## src/rtl/core/rte_pkg.sv

```systemverilog
// Package of the RTF escaper: character codes, reciprocal constants and
// the word types passed between pipeline stages. No dependencies.
`timescale 1ns / 1ps

package rte_pkg;

    localparam int unsigned MAX_RUN    = 9;
    localparam int unsigned NUM_DIGITS = 5;

    typedef logic [6:0] t_byte;

    // Input code units that need special handling
    localparam logic [15:0] CU_BSLASH   = 16'h005C;
    localparam logic [15:0] CU_LBRACE   = 16'h007B;
    localparam logic [15:0] CU_RBRACE   = 16'h007D;
    localparam logic [15:0] CU_TAB      = 16'h0009;
    localparam logic [15:0] CU_PRINT_LO = 16'h0020;
    localparam logic [15:0] CU_UNI_LO   = 16'h0080;
    localparam logic [15:0] CU_NEG_LO   = 16'h8000;

    // Output characters
    localparam t_byte CH_NUL    = 7'h00;
    localparam t_byte CH_BSLASH = 7'h5C;
    localparam t_byte CH_T      = 7'h74;
    localparam t_byte CH_A      = 7'h61;
    localparam t_byte CH_B      = 7'h62;
    localparam t_byte CH_SPACE  = 7'h20;
    localparam t_byte CH_U      = 7'h75;
    localparam t_byte CH_MINUS  = 7'h2D;
    localparam t_byte CH_QMARK  = 7'h3F;
    localparam t_byte CH_ZERO   = 7'h30;

    // Reciprocals for division by constants, each followed by a shift
    localparam logic [14:0] RECIP_1000 = 15'd16777;  // >> 24, may be low by one
    localparam logic [7:0]  RECIP_10   = 8'd205;     // >> 11, exact below 1029
    localparam logic [5:0]  RECIP_100  = 6'd41;      // >> 12, exact below 1000
    localparam logic [9:0]  K_THOUSAND = 10'd1000;
    localparam logic [6:0]  K_HUNDRED  = 7'd100;
    localparam logic [3:0]  K_TEN      = 4'd10;

    typedef enum logic [2:0] {
        CLS_DROP  = 3'd0,
        CLS_ESC   = 3'd1,
        CLS_TAB   = 3'd2,
        CLS_PLAIN = 3'd3,
        CLS_UNI   = 3'd4
    } t_class;

    // Classified code unit
    typedef struct packed {
        t_class      cls;
        t_byte       chr;
        logic        neg;
        logic [15:0] mag;
        logic        eot;
    } t_cls_word;

    // Code unit with the decimal digits of its magnitude, last two still joined
    typedef struct packed {
        t_class     cls;
        t_byte      chr;
        logic       neg;
        logic [3:0] d4;
        logic [3:0] d3;
        logic [3:0] d2;
        logic [6:0] lo2;
        logic       eot;
    } t_dig_word;

    // Complete byte run of one code unit, first byte in slot 0
    typedef struct packed {
        logic [MAX_RUN-1:0][6:0] bytes;
        logic [3:0]              cnt;
        logic                    bvalid;
        logic                    eot;
    } t_run;

endpackage

```

## src/rtl/core/rte_classify.sv

```systemverilog
// First pipeline stage: sorts each code unit into its escape class and
// forms the magnitude of its signed 16-bit value. Uses rte_pkg.
`timescale 1ns / 1ps

module rte_classify (
    input  logic               i_clk,
    input  logic               i_rst_n,
    input  logic               i_valid,
    output logic               o_ready,
    input  logic [15:0]        i_code_unit,
    input  logic               i_end_of_text,
    output logic               o_valid,
    input  logic               i_ready,
    output rte_pkg::t_cls_word o_data
);

    rte_pkg::t_cls_word n_data;
    rte_pkg::t_cls_word r_data;
    logic               r_valid;

    always_comb begin
        n_data     = '0;
        n_data.chr = i_code_unit[6:0];
        n_data.eot = i_end_of_text;
        n_data.mag = i_code_unit;
        n_data.neg = 1'b0;
        if (i_code_unit == rte_pkg::CU_BSLASH || i_code_unit == rte_pkg::CU_LBRACE
                || i_code_unit == rte_pkg::CU_RBRACE) begin
            n_data.cls = rte_pkg::CLS_ESC;
        end else if (i_code_unit == rte_pkg::CU_TAB) begin
            n_data.cls = rte_pkg::CLS_TAB;
        end else if (i_code_unit >= rte_pkg::CU_PRINT_LO
                && i_code_unit < rte_pkg::CU_UNI_LO) begin
            n_data.cls = rte_pkg::CLS_PLAIN;
        end else if (i_code_unit >= rte_pkg::CU_UNI_LO) begin
            n_data.cls = rte_pkg::CLS_UNI;
            if (i_code_unit >= rte_pkg::CU_NEG_LO) begin
                // two's complement magnitude, 0x8000 stays 32768
                n_data.neg = 1'b1;
                n_data.mag = 16'(17'h10000 - {1'b0, i_code_unit});
            end
        end else begin
            n_data.cls = rte_pkg::CLS_DROP;
        end
    end

    assign o_ready = !r_valid || i_ready;
    assign o_valid = r_valid;
    assign o_data  = r_data;

    always_ff @(posedge i_clk) begin
        if (!i_rst_n) begin
            r_valid <= 1'b0;
        end else if (o_ready) begin
            r_valid <= i_valid;
        end
    end

    always_ff @(posedge i_clk) begin
        if (o_ready && i_valid) begin
            r_data <= n_data;
        end
    end

endmodule

```

## src/rtl/core/rte_digits.sv

```systemverilog
// Three pipeline stages that take the magnitude apart into decimal digits
// by reciprocal multiplication: thousands split, correction, digit split.
// Uses rte_pkg.
`timescale 1ns / 1ps

module rte_digits (
    input  logic               i_clk,
    input  logic               i_rst_n,
    input  logic               i_valid,
    output logic               o_ready,
    input  rte_pkg::t_cls_word i_data,
    output logic               o_valid,
    input  logic               i_ready,
    output rte_pkg::t_dig_word o_data
);

    typedef struct packed {
        rte_pkg::t_class cls;
        rte_pkg::t_byte  chr;
        logic            neg;
        logic [15:0]     mag;
        logic [5:0]      q0;
        logic            eot;
    } t_quo_word;

    typedef struct packed {
        rte_pkg::t_class cls;
        rte_pkg::t_byte  chr;
        logic            neg;
        logic [5:0]      hi;
        logic [9:0]      lo;
        logic            eot;
    } t_split_word;

    logic               r_v1;
    logic               r_v2;
    logic               r_v3;
    t_quo_word          r_quo;
    t_split_word        r_split;
    rte_pkg::t_dig_word r_dig;

    t_quo_word          n_quo;
    t_split_word        n_split;
    rte_pkg::t_dig_word n_dig;

    logic        v_adv1;
    logic        v_adv2;
    logic        v_adv3;
    logic [30:0] v_prod_q;
    logic [15:0] v_rem_full;
    logic [10:0] v_rem;
    logic [12:0] v_prod_hi;
    logic [15:0] v_prod_lo;

    assign v_adv3  = !r_v3 || i_ready;
    assign v_adv2  = !r_v2 || v_adv3;
    assign v_adv1  = !r_v1 || v_adv2;
    assign o_ready = v_adv1;
    assign o_valid = r_v3;
    assign o_data  = r_dig;

    // Estimate magnitude / 1000
    always_comb begin
        v_prod_q  = 31'(i_data.mag) * 31'(rte_pkg::RECIP_1000);
        n_quo.cls = i_data.cls;
        n_quo.chr = i_data.chr;
        n_quo.neg = i_data.neg;
        n_quo.mag = i_data.mag;
        n_quo.q0  = v_prod_q[29:24];
        n_quo.eot = i_data.eot;
    end

    // Fix the estimate: the remainder may still hold one more thousand
    always_comb begin
        v_rem_full  = r_quo.mag - 16'(r_quo.q0) * 16'(rte_pkg::K_THOUSAND);
        v_rem       = v_rem_full[10:0];
        n_split.cls = r_quo.cls;
        n_split.chr = r_quo.chr;
        n_split.neg = r_quo.neg;
        n_split.eot = r_quo.eot;
        if (v_rem >= 11'(rte_pkg::K_THOUSAND)) begin
            n_split.hi = r_quo.q0 + 6'd1;
            n_split.lo = 10'(v_rem - 11'(rte_pkg::K_THOUSAND));
        end else begin
            n_split.hi = r_quo.q0;
            n_split.lo = v_rem[9:0];
        end
    end

    // Split thousands into two digits and peel the hundreds digit
    always_comb begin
        v_prod_hi = 13'(r_split.hi) * 13'(rte_pkg::RECIP_10);
        v_prod_lo = 16'(r_split.lo) * 16'(rte_pkg::RECIP_100);
        n_dig.cls = r_split.cls;
        n_dig.chr = r_split.chr;
        n_dig.neg = r_split.neg;
        n_dig.eot = r_split.eot;
        n_dig.d4  = 4'(v_prod_hi >> 11);
        n_dig.d3  = 4'(r_split.hi - 6'(n_dig.d4) * 6'(rte_pkg::K_TEN));
        n_dig.d2  = v_prod_lo[15:12];
        n_dig.lo2 = 7'(r_split.lo - 10'(n_dig.d2) * 10'(rte_pkg::K_HUNDRED));
    end

    always_ff @(posedge i_clk) begin
        if (!i_rst_n) begin
            r_v1 <= 1'b0;
            r_v2 <= 1'b0;
            r_v3 <= 1'b0;
        end else begin
            if (v_adv1) begin
                r_v1 <= i_valid;
            end
            if (v_adv2) begin
                r_v2 <= r_v1;
            end
            if (v_adv3) begin
                r_v3 <= r_v2;
            end
        end
    end

    always_ff @(posedge i_clk) begin
        if (v_adv1 && i_valid) begin
            r_quo <= n_quo;
        end
        if (v_adv2 && r_v1) begin
            r_split <= n_split;
        end
        if (v_adv3 && r_v2) begin
            r_dig <= n_dig;
        end
    end

endmodule

```

## src/rtl/core/rte_assemble.sv

```systemverilog
// Pipeline stage that finishes the last two digits and lays out the
// complete byte run of one code unit with its length. Uses rte_pkg.
`timescale 1ns / 1ps

module rte_assemble (
    input  logic               i_clk,
    input  logic               i_rst_n,
    input  logic               i_valid,
    output logic               o_ready,
    input  rte_pkg::t_dig_word i_data,
    output logic               o_valid,
    input  logic               i_ready,
    output rte_pkg::t_run      o_data
);

    logic          r_valid;
    rte_pkg::t_run r_run;
    rte_pkg::t_run n_run;

    logic [14:0] v_prod;
    logic [3:0]  v_d1;
    logic [3:0]  v_d0;
    logic [3:0]  v_dig [rte_pkg::NUM_DIGITS];
    logic [3:0]  v_lead;
    logic [3:0]  v_pos;

    always_comb begin
        v_prod = 15'(i_data.lo2) * 15'(rte_pkg::RECIP_10);
        v_d1   = v_prod[14:11];
        v_d0   = 4'(i_data.lo2 - 7'(v_d1) * 7'(rte_pkg::K_TEN));
        v_dig[0] = i_data.d4;
        v_dig[1] = i_data.d3;
        v_dig[2] = i_data.d2;
        v_dig[3] = v_d1;
        v_dig[4] = v_d0;
        // first nonzero digit; the least significant always stays
        v_lead = 4'(rte_pkg::NUM_DIGITS - 1);
        for (int j = rte_pkg::NUM_DIGITS - 1; j >= 0; j--) begin
            if (v_dig[j] != 4'd0) begin
                v_lead = 4'(j);
            end
        end
        v_pos = i_data.neg ? 4'd3 : 4'd2;
    end

    always_comb begin
        n_run        = '0;
        n_run.eot    = i_data.eot;
        n_run.bvalid = 1'b1;
        case (i_data.cls)
            rte_pkg::CLS_ESC: begin
                n_run.bytes[0] = rte_pkg::CH_BSLASH;
                n_run.bytes[1] = i_data.chr;
                n_run.cnt      = 4'd2;
            end
            rte_pkg::CLS_TAB: begin
                n_run.bytes[0] = rte_pkg::CH_BSLASH;
                n_run.bytes[1] = rte_pkg::CH_T;
                n_run.bytes[2] = rte_pkg::CH_A;
                n_run.bytes[3] = rte_pkg::CH_B;
                n_run.bytes[4] = rte_pkg::CH_SPACE;
                n_run.cnt      = 4'd5;
            end
            rte_pkg::CLS_PLAIN: begin
                n_run.bytes[0] = i_data.chr;
                n_run.cnt      = 4'd1;
            end
            rte_pkg::CLS_UNI: begin
                n_run.bytes[0] = rte_pkg::CH_BSLASH;
                n_run.bytes[1] = rte_pkg::CH_U;
                n_run.bytes[2] = rte_pkg::CH_MINUS;
                for (int j = 0; j < rte_pkg::NUM_DIGITS; j++) begin
                    if (4'(j) >= v_lead) begin
                        n_run.bytes[v_pos + 4'(j) - v_lead] =
                            rte_pkg::CH_ZERO + 7'(v_dig[j]);
                    end
                end
                n_run.bytes[v_pos + 4'(rte_pkg::NUM_DIGITS) - v_lead] = rte_pkg::CH_QMARK;
                n_run.cnt = v_pos + 4'(rte_pkg::NUM_DIGITS) - v_lead + 4'd1;
            end
            default: begin
                // dropped control code: one empty word
                n_run.bvalid = 1'b0;
                n_run.cnt    = 4'd1;
            end
        endcase
    end

    assign o_ready = !r_valid || i_ready;
    assign o_valid = r_valid;
    assign o_data  = r_run;

    always_ff @(posedge i_clk) begin
        if (!i_rst_n) begin
            r_valid <= 1'b0;
        end else if (o_ready) begin
            r_valid <= i_valid;
        end
    end

    always_ff @(posedge i_clk) begin
        if (o_ready && i_valid) begin
            r_run <= n_run;
        end
    end

endmodule

```

## src/rtl/core/rte_serializer.sv

```systemverilog
// Output stage: holds one byte run and hands it out one word per
// handshake, shifting the run down as words leave. Uses rte_pkg.
`timescale 1ns / 1ps

module rte_serializer (
    input  logic           i_clk,
    input  logic           i_rst_n,
    input  logic           i_valid,
    output logic           o_ready,
    input  rte_pkg::t_run  i_data,
    output logic           o_valid,
    input  logic           i_ready,
    output rte_pkg::t_byte o_out_byte,
    output logic           o_byte_valid,
    output logic           o_last_of_run,
    output logic           o_text_done
);

    logic                                    r_valid;
    logic [rte_pkg::MAX_RUN-1:0][6:0]        r_bytes;
    logic [3:0]                              r_cnt;
    logic                                    r_bvalid;
    logic                                    r_eot;

    logic v_last;
    logic v_take;

    assign v_last  = (r_cnt == 4'd1);
    assign v_take  = r_valid && i_ready;
    // Load the next run as the last word of this one leaves
    assign o_ready = !r_valid || (i_ready && v_last);

    assign o_valid       = r_valid;
    assign o_out_byte    = r_bytes[0];
    assign o_byte_valid  = r_bvalid;
    assign o_last_of_run = v_last;
    assign o_text_done   = r_eot && v_last;

    always_ff @(posedge i_clk) begin
        if (!i_rst_n) begin
            r_valid <= 1'b0;
        end else if (o_ready) begin
            r_valid <= i_valid;
        end
    end

    always_ff @(posedge i_clk) begin
        if (o_ready && i_valid) begin
            r_bytes  <= i_data.bytes;
            r_cnt    <= i_data.cnt;
            r_bvalid <= i_data.bvalid;
            r_eot    <= i_data.eot;
        end else if (v_take && !v_last) begin
            // advance to the next byte of the run
            r_bytes <= {rte_pkg::CH_NUL, r_bytes[rte_pkg::MAX_RUN-1:1]};
            r_cnt   <= r_cnt - 4'd1;
        end
    end

endmodule

```

## src/rtl/core/rtf_text_escaper.sv

```systemverilog
// A code unit accepted at a clock edge passes six register stages (classify, three
// digit stages, assemble, serializer) on its way to o_valid as its first word.
// Throughput: one code unit per cycle while each yields one word and i_ready is high;
// otherwise one word per cycle while i_ready is high, a unit holding the byte-wide
// output stage until the last of its 1 to 9 words leaves. Reset (synchronous, active
// low) clears all stage valid bits; the pipeline is empty and ready on the next cycle.
`timescale 1ns / 1ps

module rtf_text_escaper (
    input  logic        i_clk,
    input  logic        i_rst_n,
    input  logic        i_valid,
    output logic        o_ready,
    input  logic [15:0] i_code_unit,
    input  logic        i_end_of_text,
    output logic        o_valid,
    input  logic        i_ready,
    output logic [6:0]  o_out_byte,
    output logic        o_byte_valid,
    output logic        o_last_of_run,
    output logic        o_text_done
);

    logic               cls_valid;
    logic               cls_ready;
    rte_pkg::t_cls_word cls_data;
    logic               dig_valid;
    logic               dig_ready;
    rte_pkg::t_dig_word dig_data;
    logic               run_valid;
    logic               run_ready;
    rte_pkg::t_run      run_data;

    rte_classify u_classify (
        .i_clk         (i_clk),
        .i_rst_n       (i_rst_n),
        .i_valid       (i_valid),
        .o_ready       (o_ready),
        .i_code_unit   (i_code_unit),
        .i_end_of_text (i_end_of_text),
        .o_valid       (cls_valid),
        .i_ready       (cls_ready),
        .o_data        (cls_data)
    );

    rte_digits u_digits (
        .i_clk   (i_clk),
        .i_rst_n (i_rst_n),
        .i_valid (cls_valid),
        .o_ready (cls_ready),
        .i_data  (cls_data),
        .o_valid (dig_valid),
        .i_ready (dig_ready),
        .o_data  (dig_data)
    );

    rte_assemble u_assemble (
        .i_clk   (i_clk),
        .i_rst_n (i_rst_n),
        .i_valid (dig_valid),
        .o_ready (dig_ready),
        .i_data  (dig_data),
        .o_valid (run_valid),
        .i_ready (run_ready),
        .o_data  (run_data)
    );

    rte_serializer u_serializer (
        .i_clk         (i_clk),
        .i_rst_n       (i_rst_n),
        .i_valid       (run_valid),
        .o_ready       (run_ready),
        .i_data        (run_data),
        .o_valid       (o_valid),
        .i_ready       (i_ready),
        .o_out_byte    (o_out_byte),
        .o_byte_valid  (o_byte_valid),
        .o_last_of_run (o_last_of_run),
        .o_text_done   (o_text_done)
    );

endmodule

```

## config.mk

```make
export PLATFORM = sky130hd
export DESIGN_NAME = rtf_text_escaper
export DESIGN_NICKNAME = d
export VERILOG_FILES = /design/src/rtl/core/rte_pkg.sv /design/src/rtl/core/rte_classify.sv /design/src/rtl/core/rte_digits.sv /design/src/rtl/core/rte_assemble.sv /design/src/rtl/core/rte_serializer.sv /design/src/rtl/core/rtf_text_escaper.sv
export SDC_FILE = /design/constraint.sdc
export NUM_CORES = 1
export LEC_CHECK = 0
export CAP_MARGIN = 20
export CORE_ASPECT_RATIO = 0.5
export CORE_MARGIN = 3
export CORE_UTILIZATION = 45
export DETAILED_ROUTE_END_ITERATION = 7
export DONT_BUFFER_PORTS = 1
export SLEW_MARGIN = 15
export SYNTH_ARGS = -nofsm -noshare
export SYNTH_HDL_FRONTEND = slang
export SYNTH_SLANG_ARGS = --single-unit
```

## constraint.sdc

```tcl
create_clock -name i_clk -period 7.3 [get_ports i_clk]
set_input_delay 0.365 -clock i_clk [delete_from_list [all_inputs] [get_ports i_clk]]
set_output_delay 0.365 -clock i_clk [all_outputs]
set_load 0.05 [all_outputs]
```

**Word level (Yosys, flattened, before mapping)**

Index checks and enable logic that the tools add are counted.

- Word-level logic and storage cells: 217
- Input bits: 21
- Flip-flop bits (word level): 258

- Order comparisons: 22
- Bitwise operators: 7
- Equal/unequal tests: 9
- $mul: 8
- Add/sub/neg operators: 25
- Reductions and logical operators: 41
- Mux-type cells: 49

Operators by type and width:

| kind | count |
|---|---|
| $mux W63 | 12 |
| $bwmux W63 | 4 |
| $demux W7 S4 | 6 |
| $mux W16 | 5 |
| $or A54 B54 Y54 | 1 |
| $and A50 B50 Y50 | 1 |
| $eq A16 B7 Y1 const B | 3 |
| $mux W7 | 6 |
| $pmux W21 S2 | 1 |
| $pmux W7 S3 | 2 |
| $lt A4 B5 Y1 const B | 6 |
| $mul A16 B15 Y30 const B | 1 |
| $add A6 B4 Y7 const A | 4 |
| $ge A4 B1 Y1 const B | 6 |
| $sub A4 B3 Y4 | 6 |
| $logic_and A1 B1 Y1 | 17 |
| $mux W17 | 1 |
| $eq A16 B4 Y1 const B | 1 |
| $ge A16 B16 Y1 const B | 1 |
| $ge A16 B6 Y1 const B | 1 |
| $ge A16 B8 Y1 const B | 1 |
| $lt A16 B8 Y1 const B | 1 |
| $mul A10 B6 Y16 const B | 1 |
| $reduce_bool A4 Y1 | 4 |
| 41 further kinds | 69 |

**Logic depth before layout (Yosys ltp)**

- Depth after elaboration: 29
- Mapped depth: 32

**Modules after synthesis**

Synthesis repeated with hierarchy kept, for this count alone.

- Cell total of the unflattened synthesis: 1566
- Area total of the unflattened synthesis: 18446.4 um2

Modules (own cells, without submodules):

| module | sequential area each (um2) | cells an instance | times used | area each (um2) |
|---|---|---|---|---|
| rte_digits | 2642.5 | 635 | 1 | 7821.3 |
| rte_assemble | 1791.7 | 664 | 1 | 5958.2 |
| rte_serializer | 2092.0 | 169 | 1 | 3286.9 |
| rte_classify | 830.8 | 98 | 1 | 1380.1 |

**Least setup slack after synthesis**

No wires, ideal clock.

- Path type: register to register
- Start: register u_serializer.r_cnt[1]
- End: register u_assemble.r_run (netlist bit u_assemble.o_data[0]) (enable)
- Setup time: 565 ps
- Path buffers: 0
- Data arrival time: 6618 ps
- Path slack: 117 ps
- Stages on the path, launching flop included: 6
- Cell sequence: edfxtp_1 -> inv_1 -> ha_1 -> nor3b_1 -> a21oi_1 -> a21boi_0

- Cells in the longest elaborated chain, start to end: 5

Ends and longest elaborated chain:

| what | RTL line | text |
|---|---|---|
| from (decl) | rte_serializer.sv:21 | `logic [3:0] r_cnt;` |
| from (signal assigned) | rte_serializer.sv:50 | `r_cnt <= i_data.cnt;` |
| from (signal assigned) | rte_serializer.sv:56 | `r_cnt <= r_cnt - 4'd1;` |
| $eq A4 B1 Y1 | rte_serializer.sv:28 | `assign v_last = (r_cnt == 4'd1);` |
| named net o_last_of_run | rtf_text_escaper.sv:20 | `output logic o_last_of_run,` |
| $logic_and A1 B1 Y1 | rte_serializer.sv:31 | `assign o_ready = !r_valid \|\| (i_ready && v_last);` |
| $logic_or A1 B1 Y1 | rte_serializer.sv:31 |  |
| $logic_or A1 B1 Y1 | rte_assemble.sv:89 | `assign o_ready = !r_valid \|\| i_ready;` |
| $logic_and A1 B1 Y1 | rte_assemble.sv:102 | `if (o_ready && i_valid) begin` |
| to (signal assigned) | rte_assemble.sv:103 | `r_run <= n_run;` |
| to (decl) | rte_assemble.sv:17 | `rte_pkg::t_run r_run;` |

The timed path passes the listed nets, and every way through them passes these cells.
A chain may end at the register's enable or synchronous reset.

**Worst setup path after layout**

- Start: register u_digits.r_dig (netlist bit u_digits.o_data[5])
- End: register u_assemble.r_run (netlist bit u_assemble.o_data[57]) (data pin)

- Cells in the longest elaborated chain, start to end: 27

Ends and longest elaborated chain:

| what | RTL line | text |
|---|---|---|
| from (decl) | rte_digits.sv:40 | `rte_pkg::t_dig_word r_dig;` |
| from (signal assigned) | rte_digits.sv:130 | `r_dig <= n_dig;` |
| $mul A7 B8 Y15 * | rte_assemble.sv:28 | `v_prod = 15'(i_data.lo2) * 15'(rte_pkg::RECIP_10);` |
| $reduce_bool A4 Y1 | rte_assemble.sv:39 | `if (v_dig[j] != 4'd0) begin` |
| $mux W3 (4 in a row) | rte_assemble.sv:39 |  |
| $sub A4 B3 Y4 | rte_assemble.sv:74 | `n_run.bytes[v_pos + 4'(j) - v_lead] =` |
| $lt A4 B5 Y1 (not written as such) or $ge A4 B1 Y1 (tied branches) | rte_assemble.sv:74 |  |
| $logic_and A1 B1 Y1 (not written as such) | rte_assemble.sv:74 |  |
| $mux W7 (not written as such) | rte_assemble.sv:74 |  |
| $demux W7 S4 | - |  |
| (+8 left out) | - |  |
| $mux W63 | rte_assemble.sv:50 | `case (i_data.cls)` |
| $bwmux W63 | rte_assemble.sv:74 |  |
| $mux W63 | rte_assemble.sv:73 | `if (4'(j) >= v_lead) begin` |
| $mux W63 | rte_assemble.sv:50 |  |
| $bwmux W63 | rte_assemble.sv:74 |  |
| $mux W63 | rte_assemble.sv:73 |  |
| $mux W63 | rte_assemble.sv:50 |  |
| $or A54 B54 Y54 (no source line) * | - |  |

Every way passes the cells marked *; elsewhere a longest branch is shown, timed or not. The select of a mux whose other input is x is not followed.

==> out/results.ini <==
[worst_hold_path]
holdCritStartpoint=i_code_unit[9]
hold_path_class=input pin to register
hold_depth=1

[worst_setup_path]
worstSetupPathType=register to register
reg2reg_from=u_digits.o_data[5]
worstPathRequired_ns=7.63
critPathSlowestCell=nor2b_1
rr_worst_depth=23
critPathLaunch=u_digits.o_data[5]
cp-start-kind=register
crit_chain=ha_1 > inv_1 > fa_1 > inv_1 > ha_1 > inv_1 > fa_1 > inv_1 > ha_1 > a21oi_1 > nor3_1 > o41ai_1 > o211ai_2 > nor4bb_2 > buf_4 > a21oi_1 > ha_1 > nor2b_1 > and2_1 > o21ai_0 > o21a_1 > mux2i_1 > o311ai_0
cp.arrival_ns=7.17
path_max_fanout=14
endpoint_kind=register
max_stage_delay_ns=0.65

[die]
fp-row-count=50
pin_count=33
core_area_um2=38200
dieHeight_um=147
die_w_um=287
dieArea_um2=42100
start_util=0.466

[synth]
synth_area_um2=17800
avgSynthCellArea_um2=10.1
yosysUniqueCellTypes=81
syn_nets=2093
ys_seq_area_frac=0.394
yosysMostFrequentCell=ha_1
synth_warnings=0
yosys-top-cells-area=edfxtp_1, ha_1, fa_1
yosysTopAreaCellShare=0.387
synth_cells=1768
synth-main-ff-cell=edfxtp_1
synth_common_cells=ha_1, edfxtp_1, nand2_1
synth_largest_area_cell=edfxtp_1
ys_ff_latch=235
synthArstFlopShare=0
synth_edf_count=229

[placed_design]
gp_congestion=1.03
place.port_buffers=0
hpwl_um=33500

[clocking]
clock_latency_ns=0.54
cts.reportedPaths.clkPinSlew_ns=0.07
cts_resized=0
post_cts_buffers=0
h-tree-depth=1
cts_tree=built
cts_made_buffers=24
cts-root-buf=clkbuf_16
clk_path_buf_depth=3
clock_sinks=235

[routing]
routed_wl_um=44900
avgRoutedWirePerCell_um=19.4
firstDrtPassIters=5
viasPerCell=5.62
vias=13007
ant_nets=0
drt_iter0_drc=1033
drc_errors=0

[layout]
seqCellArea_um2=7000
syn2layout_area_growth_pct=9.03
fillers=3541
nets=2101
drive_gt1_frac=0.0647
diodes=0
multi_input_comb_area_um2=9650

[sta]
max_freq_mhz=146
setup_viol=0
worst_pin_slew_ns=1.01
tns_ns=0
finalHoldViolations=0
finalMaxSlewViolations=0
rsz0062_at_grt=no
fin_crit_sh=0.937
clock-skew-final_ns=0.0356
finalCriticalPeriod_ns=6.84
maxSlewHeadroom=0.322

[grt]
grt_pass1_wl_um=71100
grt_pass1_vias=12655
grt_overflow=0
grt_max_degree=60
grt_use_total=0.214
antenna_found_initial=0

[outcome]
status=finished, final reports clean

[run]
cap_violations=0

## kinds of logic (layout without fill, tap and decap cells)
logic type,count (synthesis),after routing,synth area share
AOI/OAI and AO/OA,309,309,0.118
xor gates and xnor gates,70,70,0.0349
adders and majority gates,304,304,0.238
buffers and inverters,300,325,0.0664
DFF,235,235,0.394
muxes,17,17,0.00971
and+or+nand+nor,533,533,0.139
## worst paths after layout
| check | endpoint | slack, ns |
|---|---|---|
| setup / recovery | u_assemble.o_data[57] | 0.46 |
| hold / removal | u_classify.o_data[10] | 0.04 |
| setup reg to reg | u_assemble.o_data[57] | 0.46 |
| hold reg to reg | u_serializer.r_eot | 0.41 |
## routing by layer
metal | vias to the layer above | track usage | part of all wire
met4 | 0 | 0.0798 | 0.041
met3 | 119 | 0.0381 | 0.071
met2 | 460 | 0.322 | 0.43
met1 | 6173 | 0.309 | 0.46
li1 | 6255 | - | -
met5 | - | 0 | 0
## layout by cell type, fill, tap and decap left out, types with 11 or more instances in the layout
cell type	instances
a211oi_1	14
a21o_1	15
a21oi_1	66
a31oi_1	14
and2_1	17
and3_1	17
buf_4	47
clkbuf_16	25
edfxtp_1	229
fa_1	57
ha_1	247
inv_1	224
mux2i_1	15
nand2_1	227
nand3_1	52
nand4_1	17
nor2_1	96
nor2b_1	14
nor3_1	33
o211ai_1	15
o21a_1	11
o21ai_0	65
o22ai_1	14
xnor2_1	55
xor2_1	14
## worst max-delay path, delay by kind of cell, from the launching register on
kind	cells	cell delay (ns)
muxes	1	0.14
buffers and inverters	5	0.50
adders and majority gates	6	2.43
DFF	1	0.45
AOI/OAI and AO/OA	7	1.67
and+or+nand+nor	4	1.42
## registers in the layout, summed over array words and instances, names as in the netlist
signal / flops
u_serializer.r_cnt: 4
u_digits.r_split: 16
u_digits.r_v2: 1
u_digits.r_quo: 17
u_assemble.o_data: 59
u_serializer.r_eot: 1
u_assemble.o_valid: 1
u_classify.o_data: 27
u_serializer.o_byte_valid: 1
u_digits.o_valid: 1
u_digits.r_v1: 1
u_digits.n_dig: 11
u_classify.o_valid: 1
u_digits.n_split: 11
u_serializer.r_bytes: 47
u_serializer.o_out_byte: 7
u_serializer.o_valid: 1
u_digits.o_data: 28
## cell type report
| class | count | area share |
|---|---|---|
| sequential | 235 | 0.361 |
| inverter | 225 | 0.0436 |
| multi-input combinational | 1233 | 0.498 |
| clock inverter | 10 | 0.00555 |
| clock buffer | 33 | 0.0349 |
| tap | 520 | 0.0336 |
| timing repair buffer | 57 | 0.0234 |
## repair_timing
action | 4_1_cts | 5_1_grt
hold buffers | 10 | 0
hold endpoints to repair | 15 | 0
endpoints found under the setup margin | 0 | 0
## metrics by stage
step	hold slack (ns)	setup WS, ns	util	instances	cell area (µm²)
6_report	0.0357	0.461	0.508	2313	19400
5_1_grt	0.0133	0.0699	0.508	2313	19400
4_1_cts	0.0162	0.514	0.508	2313	19400
3_5_place_dp	0.405	0.565	0.485	2260	18500
3_3_place_gp	0.401	0.736	0.485	2259	18500
2_1_floorplan	0.400	0.117	-	1768	17800
Power is left out: the tool's default activity adds up to more than one toggle a clock period on the data nets, which glitch-free logic cannot reach.
